[src/psa_pkg.sv]
// Package: types, constants and helpers for the priority scheduler.
`default_nettype none
package psa_pkg;

   localparam int QUEUE_DEPTH = 32;
   localparam int SLOT_W      = $clog2(QUEUE_DEPTH);
   localparam int CNT_W       = $clog2(QUEUE_DEPTH + 1);

   localparam logic [7:0] TIME_SLICE_RESET  = 8'd2;
   localparam logic [7:0] AGING_LIMIT_RESET = 8'd5;

   localparam logic CSR_TIME_SLICE  = 1'b0;
   localparam logic CSR_AGING_LIMIT = 1'b1;

   localparam logic MODE_INSERT = 1'b0;
   localparam logic MODE_ROUND  = 1'b1;

   localparam logic [1:0] ST_INSERTED = 2'd0;
   localparam logic [1:0] ST_FULL     = 2'd1;
   localparam logic [1:0] ST_RAN      = 2'd2;
   localparam logic [1:0] ST_EMPTY    = 2'd3;

   typedef struct packed {
      logic        mode;
      logic [7:0]  task_id;
      logic [3:0]  priority_req;
      logic [15:0] work;
      logic [15:0] arrival;
   } req_word_type;

   typedef struct packed {
      logic [1:0]  status;
      logic [7:0]  run_id;
      logic [3:0]  run_priority;
      logic [7:0]  exec_amount;
      logic [15:0] remaining;
      logic        finished;
      logic [31:0] time_now;
      logic [31:0] lifetime;
   } rsp_word_type;

   // One queued task as it travels along the chain.
   typedef struct packed {
      logic        valid;
      logic [7:0]  id;
      logic [3:0]  prio;
      logic [15:0] remaining;
      logic [15:0] arrival;
      logic [7:0]  wait_cnt;
      logic [15:0] order;
   } task_type;

   // Commands broadcast by the sequencer to every cell.
   typedef struct packed {
      logic       rotate;     // shift the ring one place
      logic       age;        // age the cell leaving the ring end
      logic       write_new;  // load the free cell leaving the end
      logic       update;     // rewrite the chosen cell leaving the end
      logic       retire;     // drop the chosen cell leaving the end
      logic [7:0] aging_limit;
   } cell_ctl_type;

   typedef enum logic [2:0] {
      S_IDLE,
      S_INSERT,
      S_AGE,
      S_SEARCH,
      S_APPLY,
      S_RESPOND
   } state_type;

   // True when task a must run before task b; now is the order counter.
   function automatic logic ahead(task_type a, task_type b, logic [15:0] now);
      logic [15:0] age_a;
      logic [15:0] age_b;
      age_a = now - a.order;
      age_b = now - b.order;
      if (a.prio != b.prio) return a.prio < b.prio;
      if (a.arrival != b.arrival) return a.arrival < b.arrival;
      return age_a > age_b;
   endfunction

endpackage
`default_nettype wire

[src/psa_cell.sv]
// One queue cell: holds a task, passes it along the ring on rotate.
`default_nettype none
module psa_cell (
   input  wire                   clock,
   input  wire                   reset,
   input  psa_pkg::cell_ctl_type ctl,
   input  psa_pkg::task_type     prev_task,
   output psa_pkg::task_type     task_out
);
   psa_pkg::task_type task_ff;
   psa_pkg::task_type task_in;

   always_comb begin
      task_in = task_ff;
      if (ctl.rotate) begin
         task_in = prev_task;
      end
   end

   always_ff @(posedge clock) begin
      if (reset) begin
         task_ff.valid <= 1'b0;
      end else begin
         task_ff.valid <= task_in.valid;
      end
      task_ff.id        <= task_in.id;
      task_ff.prio      <= task_in.prio;
      task_ff.remaining <= task_in.remaining;
      task_ff.arrival   <= task_in.arrival;
      task_ff.wait_cnt  <= task_in.wait_cnt;
      task_ff.order     <= task_in.order;
   end

   assign task_out = task_ff;
endmodule
`default_nettype wire

[src/psa_seq.sv]
// Sequencer: walks the ring of cells for insert, aging, search and update.
`default_nettype none
module psa_seq (
   input  wire                   clock,
   input  wire                   reset,
   input  wire                   start,
   output logic                  busy,
   input  psa_pkg::req_word_type req_word,
   input  wire [7:0]             time_slice,
   input  wire [7:0]             aging_limit,
   input  psa_pkg::task_type     tail_task,
   output psa_pkg::task_type     feed_task,
   output psa_pkg::cell_ctl_type ctl,
   output logic                  rsp_strobe,
   output psa_pkg::rsp_word_type rsp_word
);
   localparam logic [psa_pkg::CNT_W-1:0] LAST = psa_pkg::CNT_W'(psa_pkg::QUEUE_DEPTH - 1);

   psa_pkg::state_type state_ff, state_in;
   logic [psa_pkg::CNT_W-1:0] cnt_ff, cnt_in;
   psa_pkg::req_word_type req_ff, req_in;
   logic [15:0] order_ff, order_in;
   logic [31:0] time_ff, time_in;
   psa_pkg::task_type best_ff, best_in;
   logic [psa_pkg::SLOT_W-1:0] best_pos_ff, best_pos_in;
   logic done_ff, done_in;
   psa_pkg::rsp_word_type rsp_ff, rsp_in;
   logic strobe_ff, strobe_in;

   psa_pkg::task_type aged;
   logic [7:0] wait_inc;
   logic [15:0] exec16;
   logic [15:0] left;
   logic [31:0] time_after;

   always_ff @(posedge clock) begin
      if (reset) begin
         state_ff  <= psa_pkg::S_IDLE;
         order_ff  <= '0;
         time_ff   <= '0;
         strobe_ff <= 1'b0;
      end else begin
         state_ff  <= state_in;
         order_ff  <= order_in;
         time_ff   <= time_in;
         strobe_ff <= strobe_in;
      end
      cnt_ff      <= cnt_in;
      req_ff      <= req_in;
      best_ff     <= best_in;
      best_pos_ff <= best_pos_in;
      done_ff     <= done_in;
      rsp_ff      <= rsp_in;
   end

   always_comb begin
      wait_inc = (tail_task.wait_cnt == 8'hFF) ? 8'hFF : tail_task.wait_cnt + 8'd1;
      aged = tail_task;
      aged.wait_cnt = wait_inc;
      if (wait_inc >= aging_limit && tail_task.prio != 4'd0) begin
         aged.prio = tail_task.prio - 4'd1;
         aged.wait_cnt = '0;
      end
      exec16 = ({8'd0, time_slice} < best_ff.remaining) ? {8'd0, time_slice}
                                                        : best_ff.remaining;
      left = best_ff.remaining - exec16;
      time_after = time_ff + {16'd0, exec16};
   end

   always_comb begin
      state_in    = state_ff;
      cnt_in      = cnt_ff;
      req_in      = req_ff;
      order_in    = order_ff;
      time_in     = time_ff;
      best_in     = best_ff;
      best_pos_in = best_pos_ff;
      done_in     = done_ff;
      rsp_in      = rsp_ff;
      strobe_in   = 1'b0;
      feed_task   = tail_task;
      ctl         = '0;
      ctl.aging_limit = aging_limit;
      busy        = (state_ff != psa_pkg::S_IDLE);

      unique case (state_ff)
         psa_pkg::S_IDLE: begin
            if (start) begin
               req_in  = req_word;
               cnt_in  = '0;
               done_in = 1'b0;
               best_in = '0;
               state_in = (req_word.mode == psa_pkg::MODE_INSERT) ? psa_pkg::S_INSERT
                                                                  : psa_pkg::S_AGE;
            end
         end
         // Rotate once round; cell leaving the tail at pass k is slot k.
         psa_pkg::S_INSERT: begin
            ctl.rotate = 1'b1;
            if (!tail_task.valid && !done_ff) begin
               done_in = 1'b1;
               feed_task.valid     = 1'b1;
               feed_task.id        = req_ff.task_id;
               feed_task.prio      = req_ff.priority_req;
               feed_task.remaining = req_ff.work;
               feed_task.arrival   = req_ff.arrival;
               feed_task.wait_cnt  = '0;
               feed_task.order     = order_ff;
               order_in = order_ff + 16'd1;
            end
            cnt_in = cnt_ff + 1'b1;
            if (cnt_ff == LAST) begin
               rsp_in = '0;
               rsp_in.status = (done_in) ? psa_pkg::ST_INSERTED : psa_pkg::ST_FULL;
               rsp_in.time_now = time_ff;
               state_in = psa_pkg::S_RESPOND;
            end
         end
         // Age and search in the same pass: compare aged values.
         psa_pkg::S_AGE: begin
            ctl.rotate = 1'b1;
            ctl.age = 1'b1;
            if (tail_task.valid) begin
               feed_task = aged;
               if (!best_ff.valid || psa_pkg::ahead(aged, best_ff, order_ff)) begin
                  best_in = aged;
                  best_pos_in = cnt_ff[psa_pkg::SLOT_W-1:0];
               end
            end
            cnt_in = cnt_ff + 1'b1;
            if (cnt_ff == LAST) begin
               cnt_in = '0;
               state_in = psa_pkg::S_SEARCH;
            end
         end
         psa_pkg::S_SEARCH: begin
            rsp_in = '0;
            rsp_in.time_now = time_ff;
            if (!best_ff.valid) begin
               rsp_in.status = psa_pkg::ST_EMPTY;
               state_in = psa_pkg::S_RESPOND;
            end else begin
               time_in = time_after;
               rsp_in.status       = psa_pkg::ST_RAN;
               rsp_in.run_id       = best_ff.id;
               rsp_in.run_priority = best_ff.prio;
               rsp_in.exec_amount  = exec16[7:0];
               rsp_in.remaining    = left;
               rsp_in.finished     = (left == 16'd0);
               rsp_in.time_now     = time_after;
               rsp_in.lifetime     = (left == 16'd0) ?
                                     time_after - {16'd0, best_ff.arrival} : 32'd0;
               state_in = psa_pkg::S_APPLY;
            end
         end
         // Second pass: rewrite or drop the chosen slot.
         psa_pkg::S_APPLY: begin
            ctl.rotate = 1'b1;
            if (cnt_ff[psa_pkg::SLOT_W-1:0] == best_pos_ff) begin
               ctl.update = 1'b1;
               if (rsp_ff.finished) begin
                  ctl.retire = 1'b1;
                  feed_task.valid = 1'b0;
               end else begin
                  feed_task.remaining = rsp_ff.remaining;
                  feed_task.wait_cnt  = '0;
                  feed_task.order     = order_ff;
               end
            end
            cnt_in = cnt_ff + 1'b1;
            if (cnt_ff == LAST) begin
               if (!rsp_ff.finished) begin
                  order_in = order_ff + 16'd1;
               end
               state_in = psa_pkg::S_RESPOND;
            end
         end
         psa_pkg::S_RESPOND: begin
            strobe_in = 1'b1;
            state_in = psa_pkg::S_IDLE;
         end
         default: state_in = psa_pkg::S_IDLE;
      endcase
   end

   assign rsp_strobe = strobe_ff;
   assign rsp_word   = rsp_ff;
endmodule
`default_nettype wire

[src/priority_scheduler_with_aging_unit.sv]
// Top level: priority scheduler with aging, a ring of task cells and a sequencer.
//
//   channel  | ports                         | handshake
//   request  | start, busy, req_word         | taken when start and not busy
//   response | rsp_strobe, rsp_word          | one-cycle strobe, no back-pressure
//   config   | csr_we, csr_index, csr_wdata  | written on any edge with csr_we
//
// An insert makes one pass of the ring before its response word is issued.
// A round makes two passes: one to age and pick, one to write back;
// a round on an empty queue skips the write-back pass.
// The ring rotates one cell a cycle, so the pass length is set by the queue depth.
// Synchronous reset empties every cell and clears time and order counters.
// The receiver cannot stall; busy falls as the strobe rises, so the next word can be
// taken at the edge that ends the strobe cycle.
`default_nettype none
module priority_scheduler_with_aging_unit (
   input  wire                   clock,
   input  wire                   reset,
   input  wire                   start,
   output logic                  busy,
   input  psa_pkg::req_word_type req_word,
   output logic                  rsp_strobe,
   output psa_pkg::rsp_word_type rsp_word,
   input  wire                   csr_we,
   input  wire                   csr_index,
   input  wire [7:0]             csr_wdata
);
   logic [7:0] time_slice_ff, aging_limit_ff;
   psa_pkg::cell_ctl_type ctl;
   psa_pkg::task_type feed_task;
   psa_pkg::task_type chain [psa_pkg::QUEUE_DEPTH];
   logic seq_busy;

   // Configuration registers.
   always_ff @(posedge clock) begin
      if (reset) begin
         time_slice_ff  <= psa_pkg::TIME_SLICE_RESET;
         aging_limit_ff <= psa_pkg::AGING_LIMIT_RESET;
      end else if (csr_we) begin
         case (csr_index)
            psa_pkg::CSR_TIME_SLICE:  time_slice_ff  <= csr_wdata;
            psa_pkg::CSR_AGING_LIMIT: aging_limit_ff <= csr_wdata;
            default: ;
         endcase
      end
   end

   // Ring of cells: cell 0 takes the sequencer's feed, the last cell is the tail.
   for (genvar i = 0; i < psa_pkg::QUEUE_DEPTH; i++) begin : g_cell
      psa_cell u_cell (
         .clock     (clock),
         .reset     (reset),
         .ctl       (ctl),
         .prev_task ((i == 0) ? feed_task : chain[(i == 0) ? 0 : i - 1]),
         .task_out  (chain[i])
      );
   end

   psa_seq u_seq (
      .clock       (clock),
      .reset       (reset),
      .start       (start),
      .busy        (seq_busy),
      .req_word    (req_word),
      .time_slice  (time_slice_ff),
      .aging_limit (aging_limit_ff),
      .tail_task   (chain[psa_pkg::QUEUE_DEPTH-1]),
      .feed_task   (feed_task),
      .ctl         (ctl),
      .rsp_strobe  (rsp_strobe),
      .rsp_word    (rsp_word)
   );

   assign busy = seq_busy;
endmodule
`default_nettype wire

[config.mk]
export PLATFORM = sky130hd
export DESIGN_NAME = priority_scheduler_with_aging_unit
export DESIGN_NICKNAME = d
export VERILOG_FILES = /design/src/psa_pkg.sv /design/src/psa_cell.sv /design/src/psa_seq.sv /design/src/priority_scheduler_with_aging_unit.sv
export SDC_FILE = /design/constraint.sdc
export NUM_CORES = 2
export LEC_CHECK = 0
export BUFFER_PORTS_ARGS = -buffer_cell sky130_fd_sc_hd__buf_2
export CORE_MARGIN = 1
export CORE_UTILIZATION = 61
export CTS_CLUSTER_DIAMETER = 100
export CTS_CLUSTER_SIZE = 25
export DETAILED_ROUTE_END_ITERATION = 16
export GPL_TIMING_DRIVEN = 1
export MAX_ROUTING_LAYER = met4
export PLACE_DENSITY = 0.83
export SKIP_CTS_REPAIR_TIMING = 1
export SLEW_MARGIN = 0
export SYNTH_ARGS = -nofsm -noshare
export SYNTH_HDL_FRONTEND = slang
export SYNTH_SLANG_ARGS = --single-unit
[constraint.sdc]
create_clock -name clock -period 134.2 [get_ports clock]
set_input_delay 26.84 -clock clock [delete_from_list [all_inputs] [get_ports clock]]
set_output_delay 26.84 -clock clock [all_outputs]
set_load 0.01 [all_outputs]
[Word level (Yosys, flattened, before mapping)]
Index checks and enable logic that the tools add are counted.
Widths: inputs -> output; s select.
Cells by class
  add/sub/neg operators: 9
  eq/ne operators: 19
  order comparisons: 5
  mux-type cells: 59
  bitwise gates (word level): 1
  reductions and logical operators: 28
Operators with widths (count)
  $mux 69: 5
  $pmux 103 s2: 1
  $pmux 69 s2: 1
  $mux 103: 1
  $mux 101: 1
  $mux 16: 6
  $pmux 24 s3: 1
  $pmux 16 s2: 2
  $mux 24: 2
  $pmux 16 s3: 1
  $sub 16x16->16: 3
  $add 32x16->32: 1
  $mux 32: 1
  $sub 32x16->32: 1
  $pmux 12 s2: 1
  $mux 1: 23
  $pmux 6 s3: 1
  $add 16x1->16 const B: 1
  $gt 16x16->1: 1
  $logic_not 16->1: 1
  $lt 16x16->1: 1
  $lt 8x16->1: 1
  $mux 8: 2
  $ne 16x16->1: 1
  other kinds (34): 61
Word-level totals
  register bits after elaboration: 2496
  output and inout bits: 105

[Longest topological paths before layout]
  word-level depth: 20
  mapped depth: 32
  depth with buffers taken out: 32

[Hierarchy]
From an unflattened synthesis, not the netlist that was laid out.
Second synthesis, totals
  cell total of the unflattened synthesis: 4005
  area, all modules: 83872.9 sq um
Modules (own cells, without submodules)
  psa_cell: cells an instance 71, instances 32, sequential area each 2062.0 sq um, area an instance 2075.7 sq um
  psa_seq: cells an instance 1667, instances 1, sequential area each 7647.3 sq um, area an instance 16753.6 sq um
  priority_scheduler_with_aging_unit: cells an instance 66, instances 1, sequential area each 320.3 sq um, area an instance 695.7 sq um

[Least setup slack after synthesis]
No wires, ideal clock.
  kind: reg-to-reg
  from: register u_seq.state_ff[0]
  to: register g_cell[0].u_cell.task_ff, in the netlist g_cell[0].u_cell.task_out[0] (enable)
  path slack: 71.099 ns
  cell stages (with the launch flop): 7
  data arrival time: 59.717 ns
  cells stage by stage: dfxtp_1 > clkbuf_1 > or3_1 > clkbuf_1 > nand2_1 > inv_1 > buf_1
RTL lines
  from (decl): RTL line psa_seq.sv:19  | psa_pkg::state_type state_ff, state_in;
  from (signal assigned): RTL line psa_seq.sv:38  | state_ff <= psa_pkg::S_IDLE;
  from (signal assigned): RTL line psa_seq.sv:43  | state_ff <= state_in;
  to (decl): RTL line psa_cell.sv:10  | psa_pkg::task_type task_ff;

[Worst setup path in the final report]
  from: register u_seq.state_ff[2]
  to: output busy
On the way
  longest elaborated chain between the ends: 1
RTL lines
  $reduce_bool 3->1: RTL line psa_seq.sv:84  | busy = (state_ff != psa_pkg::S_IDLE);
  to (decl): RTL line priority_scheduler_with_aging_unit.sv:20  | output logic busy,
No other way between the ends.

==> impl_metrics.py <==
metrics = {
    "status": {
        "run_status": "complete, no violations",
    },
    "global_route": {
        "grt_pass1_vias": 33490,
        "grt_remaining_overflow": 0,
        "grt_first_pass_wirelength_mm": 208.0,
        "number_of_antenna_violations_at_the_first_check_in_global_routing": 29,
        "grt_util_all_layers_pct": 21.14,
        "grt_start_max_net_pins": 202,
    },
    "synthesis": {
        "ys_top_cells_by_count": "edfxtp_1, nand2_1, nor2_1",
        "synth.most_common_cell": "edfxtp_1",
        "synth_area_per_cell_um2": 20.80,
        "synth_enable_flop_cells": 2396,
        "synthTopCellsByArea": "edfxtp_1, dfxtp_1, ha_1",
        "synth_area_leader_cell": "edfxtp_1",
        "synthFlopType": "edfxtp_1",
        "synth.top_cell.area_share_pct": 86.28,
        "synth.yosys.warnings": 0,
        "yosys_register_bits": 2496,
        "yosysSeqAreaShare_pct": 88.68,
        "async_flop_share_pct": 0,
        "number_of_instances_in_the_synthesized_netlist": 4009,
        "synth_cell_type_count": 71,
        "synth_area_um2": 83390,
    },
    "cells_and_area": {
        "nets_final": 4444,
        "layout.cells.non_filler": 6112,
        "drive_above_1_share_pct": 8.950,
        "layout-area-overhead-vs-synth_pct": 7.593,
        "nFillCells": 8296,
        "layout.cell_area.non_filler_um2": 89720,
        "post_route_utilization_pct": 66.23,
    },
    "cts": {
        "cts_max_level": 3,
        "numCtsBuffers": 111,
        "clock_insertion_delay_worst_skew_ns": 0.77,
        "clock_sinks": 2496,
        "ctsLongestPathBuffers": 3,
        "cts.clk_slew.worst_paths_ns": 0.10,
        "clk_root_buffer_cell": "clkbuf_16",
        "tritoncts_clock_tree": "done",
    },
    "detailed_routing": {
        "avgViaCountPerCell": 5.703,
        "dr.pass1.iters": 8,
        "route.detailed.drc": 0,
        "initialDrtViolationCount": 4057,
        "routed_wire_length_per_instance_um": 22.92,
        "route.antenna.remaining_nets": 0,
        "finalWirelength_mm": 140.1,
        "number_of_vias_in_the_routed_layout": 34860,
    },
    "critical_path": {
        "path_class": "flop to output pin",
        "crit_path_top_delay_cell": "dfxtp_1",
        "critPathMaxFanout": 20,
        "critical_path_depth": 2,
        "r2r.worst_path.cells": 22,
        "slowest_delay_ns": 0.91,
        "worstPathRequired_ns": 107.36,
        "crit_end": "busy",
        "arrival_time_of_data_at_the_critical_path_endpoint_ns": 2.23,
        "type_of_element_launching_the_critical_path": "flop",
        "kind_of_cell_adding_the_most_delay_to_the_critical_path": "flip-flops",
        "worst-r2r-setup-slack_ns": 126.13,
        "crit_start": "u_seq.state_ff[2]",
        "crit_path_cell_trace": "or3_1, buf_2",
        "crit-reg2reg-capture": "u_seq.best_ff[63]",
        "worst_setup_path_end_kind": "output pin",
        "timing.rr.start": "g_cell[31].u_cell.task_out[16]",
        "buffers_inverters_on_critical_path": 1,
    },
    "sta": {
        "final_period_minus_worst_setup_slack_ns": 29.07,
        "grt_setup_unrepaired": "false",
        "timing.final.hold_violations": 0,
        "report.final.setup_viol": 0,
        "timing.clock.skew_ns": 0.05932,
        "timing.final.max_slew_violations": 0,
        "whs_ns": 0.3755,
        "worst_pin_slew_ns": 1.238,
        "max_freq_mhz": 34.40,
        "setup_tns_ns": 0,
        "worst_case_headroom_to_the_max_slew_limit_pct": 15.33,
        "final.period_utilization_pct": 21.66,
    },
    "placed_design": {
        "placement.io_buffers": 162,
        "finalWeightedCongestion": 0.8919,
        "placedCellCount": 5924,
        "placed_cell_area_um2": 86520,
        "hpwlAfterDp_mm": 80.41,
    },
    "floorplan": {
        "die_y_um": 371.7,
        "num_io_pins": 163,
        "die-area_um2": 138200,
        "number_of_standard_cell_rows_in_the_floorplan": 135,
        "dieWidth_um": 371.7,
        "core_region_area_um2": 135500,
        "start_util_pct": 61.56,
    },
    "pwr": {
        "p_sw_w": 0.0003230,
        "vdd_drop_max_mv": 0.01202,
        "sequentialPowerShare_pct": 68.4,
        "cellLeakagePower_nw": 30.16,
        "cellPowerDensity_nw_per_um2": 16.48,
        "power.internal_w": 0.001155,
        "power_frac_comb_pct": 5.7,
        "power_switching_share_pct": 21.85,
        "clkPwrFrac_pct": 26.0,
    },
    "min_path": {
        "hold_class": "flop to flop",
        "hp-start": "g_cell[20].u_cell.task_out[2]",
    },
    "run": {
        "max_cap_violations": 0,
    },
}
worst register-to-register path: stages, from the launching register on:
cell	delay (ns)
edfxtp_1	0.54
ha_1	0.25
and3_1	0.28
nand3_1	0.23
and2_1	0.26
ha_1	0.27
nand2b_1	0.14
a21o_1	0.17
a21o_1	0.18
a21o_1	0.18
a21o_1	0.17
a2111oi_0	1.07
nor3_1	0.41
o21ai_0	0.43
inv_1	0.09
ha_1	0.31
nand4_1	0.28
a211oi_1	0.32
o2111a_1	0.24
a21oi_1	0.12
a21oi_1	0.78
or2_2	0.25
buf_4	0.71
state kept, by name, summed over array words and instances (netlist names):
signal                  cells
aging_limit_ff              8
g_cell.u_cell.task_out   2208
time_slice_ff               8
u_seq.best_ff              61
u_seq.best_pos_ff           5
u_seq.cnt_ff                6
u_seq.done_ff               1
u_seq.order_ff             16
u_seq.req_ff               44
u_seq.rsp_strobe            1
u_seq.rsp_word            103
u_seq.state_ff              3
u_seq.time_ff              32
through the flow:
stage               setup slack, ns  power [W]
floorplan                     71.10   0.001326
CTS                          105.11   0.001489
global route                 105.07   0.001526
global placement             104.93   0.001099
detailed placement           104.89   0.001109
finish                       105.13   0.001478
power by group through the flow:
stage | clock network, W | logic, W | registers, W
floorplan | 0 | 0.0000578 | 0.00127
global placement | 0 | 0.0000795 | 0.00102
detailed placement | 0 | 0.0000834 | 0.00103
CTS | 0.000391 | 0.0000841 | 0.00101
global route | 0.000414 | 0.0000916 | 0.00102
finish | 0.000384 | 0.0000840 | 0.00101
placed cells by master (no fill, tap or decap), types with 8 or more instances in the layout:
| cell | n |
|---|---|
| xor2_1 | 54 |
| nor2b_1 | 38 |
| diode_2 | 18 |
| nand2b_1 | 19 |
| o21bai_1 | 12 |
| a21o_1 | 31 |
| nor2_1 | 147 |
| dfxtp_1 | 99 |
| or3_1 | 12 |
| o21a_1 | 20 |
| a211oi_1 | 14 |
| buf_4 | 35 |
| a21oi_1 | 140 |
| o21ai_0 | 61 |
| xnor2_1 | 77 |
| ha_1 | 125 |
| clkbuf_1 | 50 |
| nand4_1 | 19 |
| mux2_2 | 41 |
| nor3_1 | 30 |
| conb_1 | 8 |
| clkbuf_16 | 112 |
| and2_1 | 29 |
| and3_1 | 51 |
| nand2_1 | 240 |
| inv_1 | 107 |
| edfxtp_1 | 2396 |
| nand3_1 | 41 |
| buf_2 | 161 |
| a22oi_1 | 18 |
cell families after synthesis:
| group | Yosys count | synth area share (%) |
|---|---|---|
| flops | 2496 | 88.68 |
| mux | 47 | 0.6257 |
| fa+ha+maj | 130 | 1.996 |
| buf+inv | 178 | 0.8012 |
| simple gates | 662 | 3.731 |
| compound gates | 364 | 2.788 |
| xor+xnor | 131 | 1.376 |
| other cells | 1 | 0.004497 |
worst min path at each step:
stage                                    endpoint  slack (ns)  depth (start not counted)
finish              g_cell[21].u_cell.task_out[2]        0.38                          0
global placement    g_cell[2].u_cell.task_out[16]        0.40                          0
global route        g_cell[21].u_cell.task_out[2]        0.38                          0
detailed placement  g_cell[10].u_cell.task_out[0]        0.40                          0
floorplan           g_cell[10].u_cell.task_out[0]        0.40                          0
CTS                 g_cell[21].u_cell.task_out[2]        0.38                          0
per-layer routing:
metal	up-vias	wire length, µm	GRT usage, %
met2	1301	64740	30.91
met4	0	3465	5.974
met3	231	10610	3.667
li1	15780	-	-
met1	17550	61280	31.17
met5	-	0	-
layout make-up:
| class | instances | area (µm²) | area share, % |
|---|---|---|---|
| antenna | 18 | 45.04 | 0.05020 |
| clock buffer | 162 | 2990 | 3.333 |
| clock inverter | 8 | 171.4 | 0.1910 |
| inverter | 108 | 412.9 | 0.4602 |
| multi-input combinational | 1342 | 8836 | 9.848 |
| sequential | 2496 | 73950 | 82.42 |
| tap | 1781 | 2228 | 2.484 |
| timing repair buffer | 197 | 1089 | 1.213 |
Note: power is estimated with default switching activity, not from simulation.
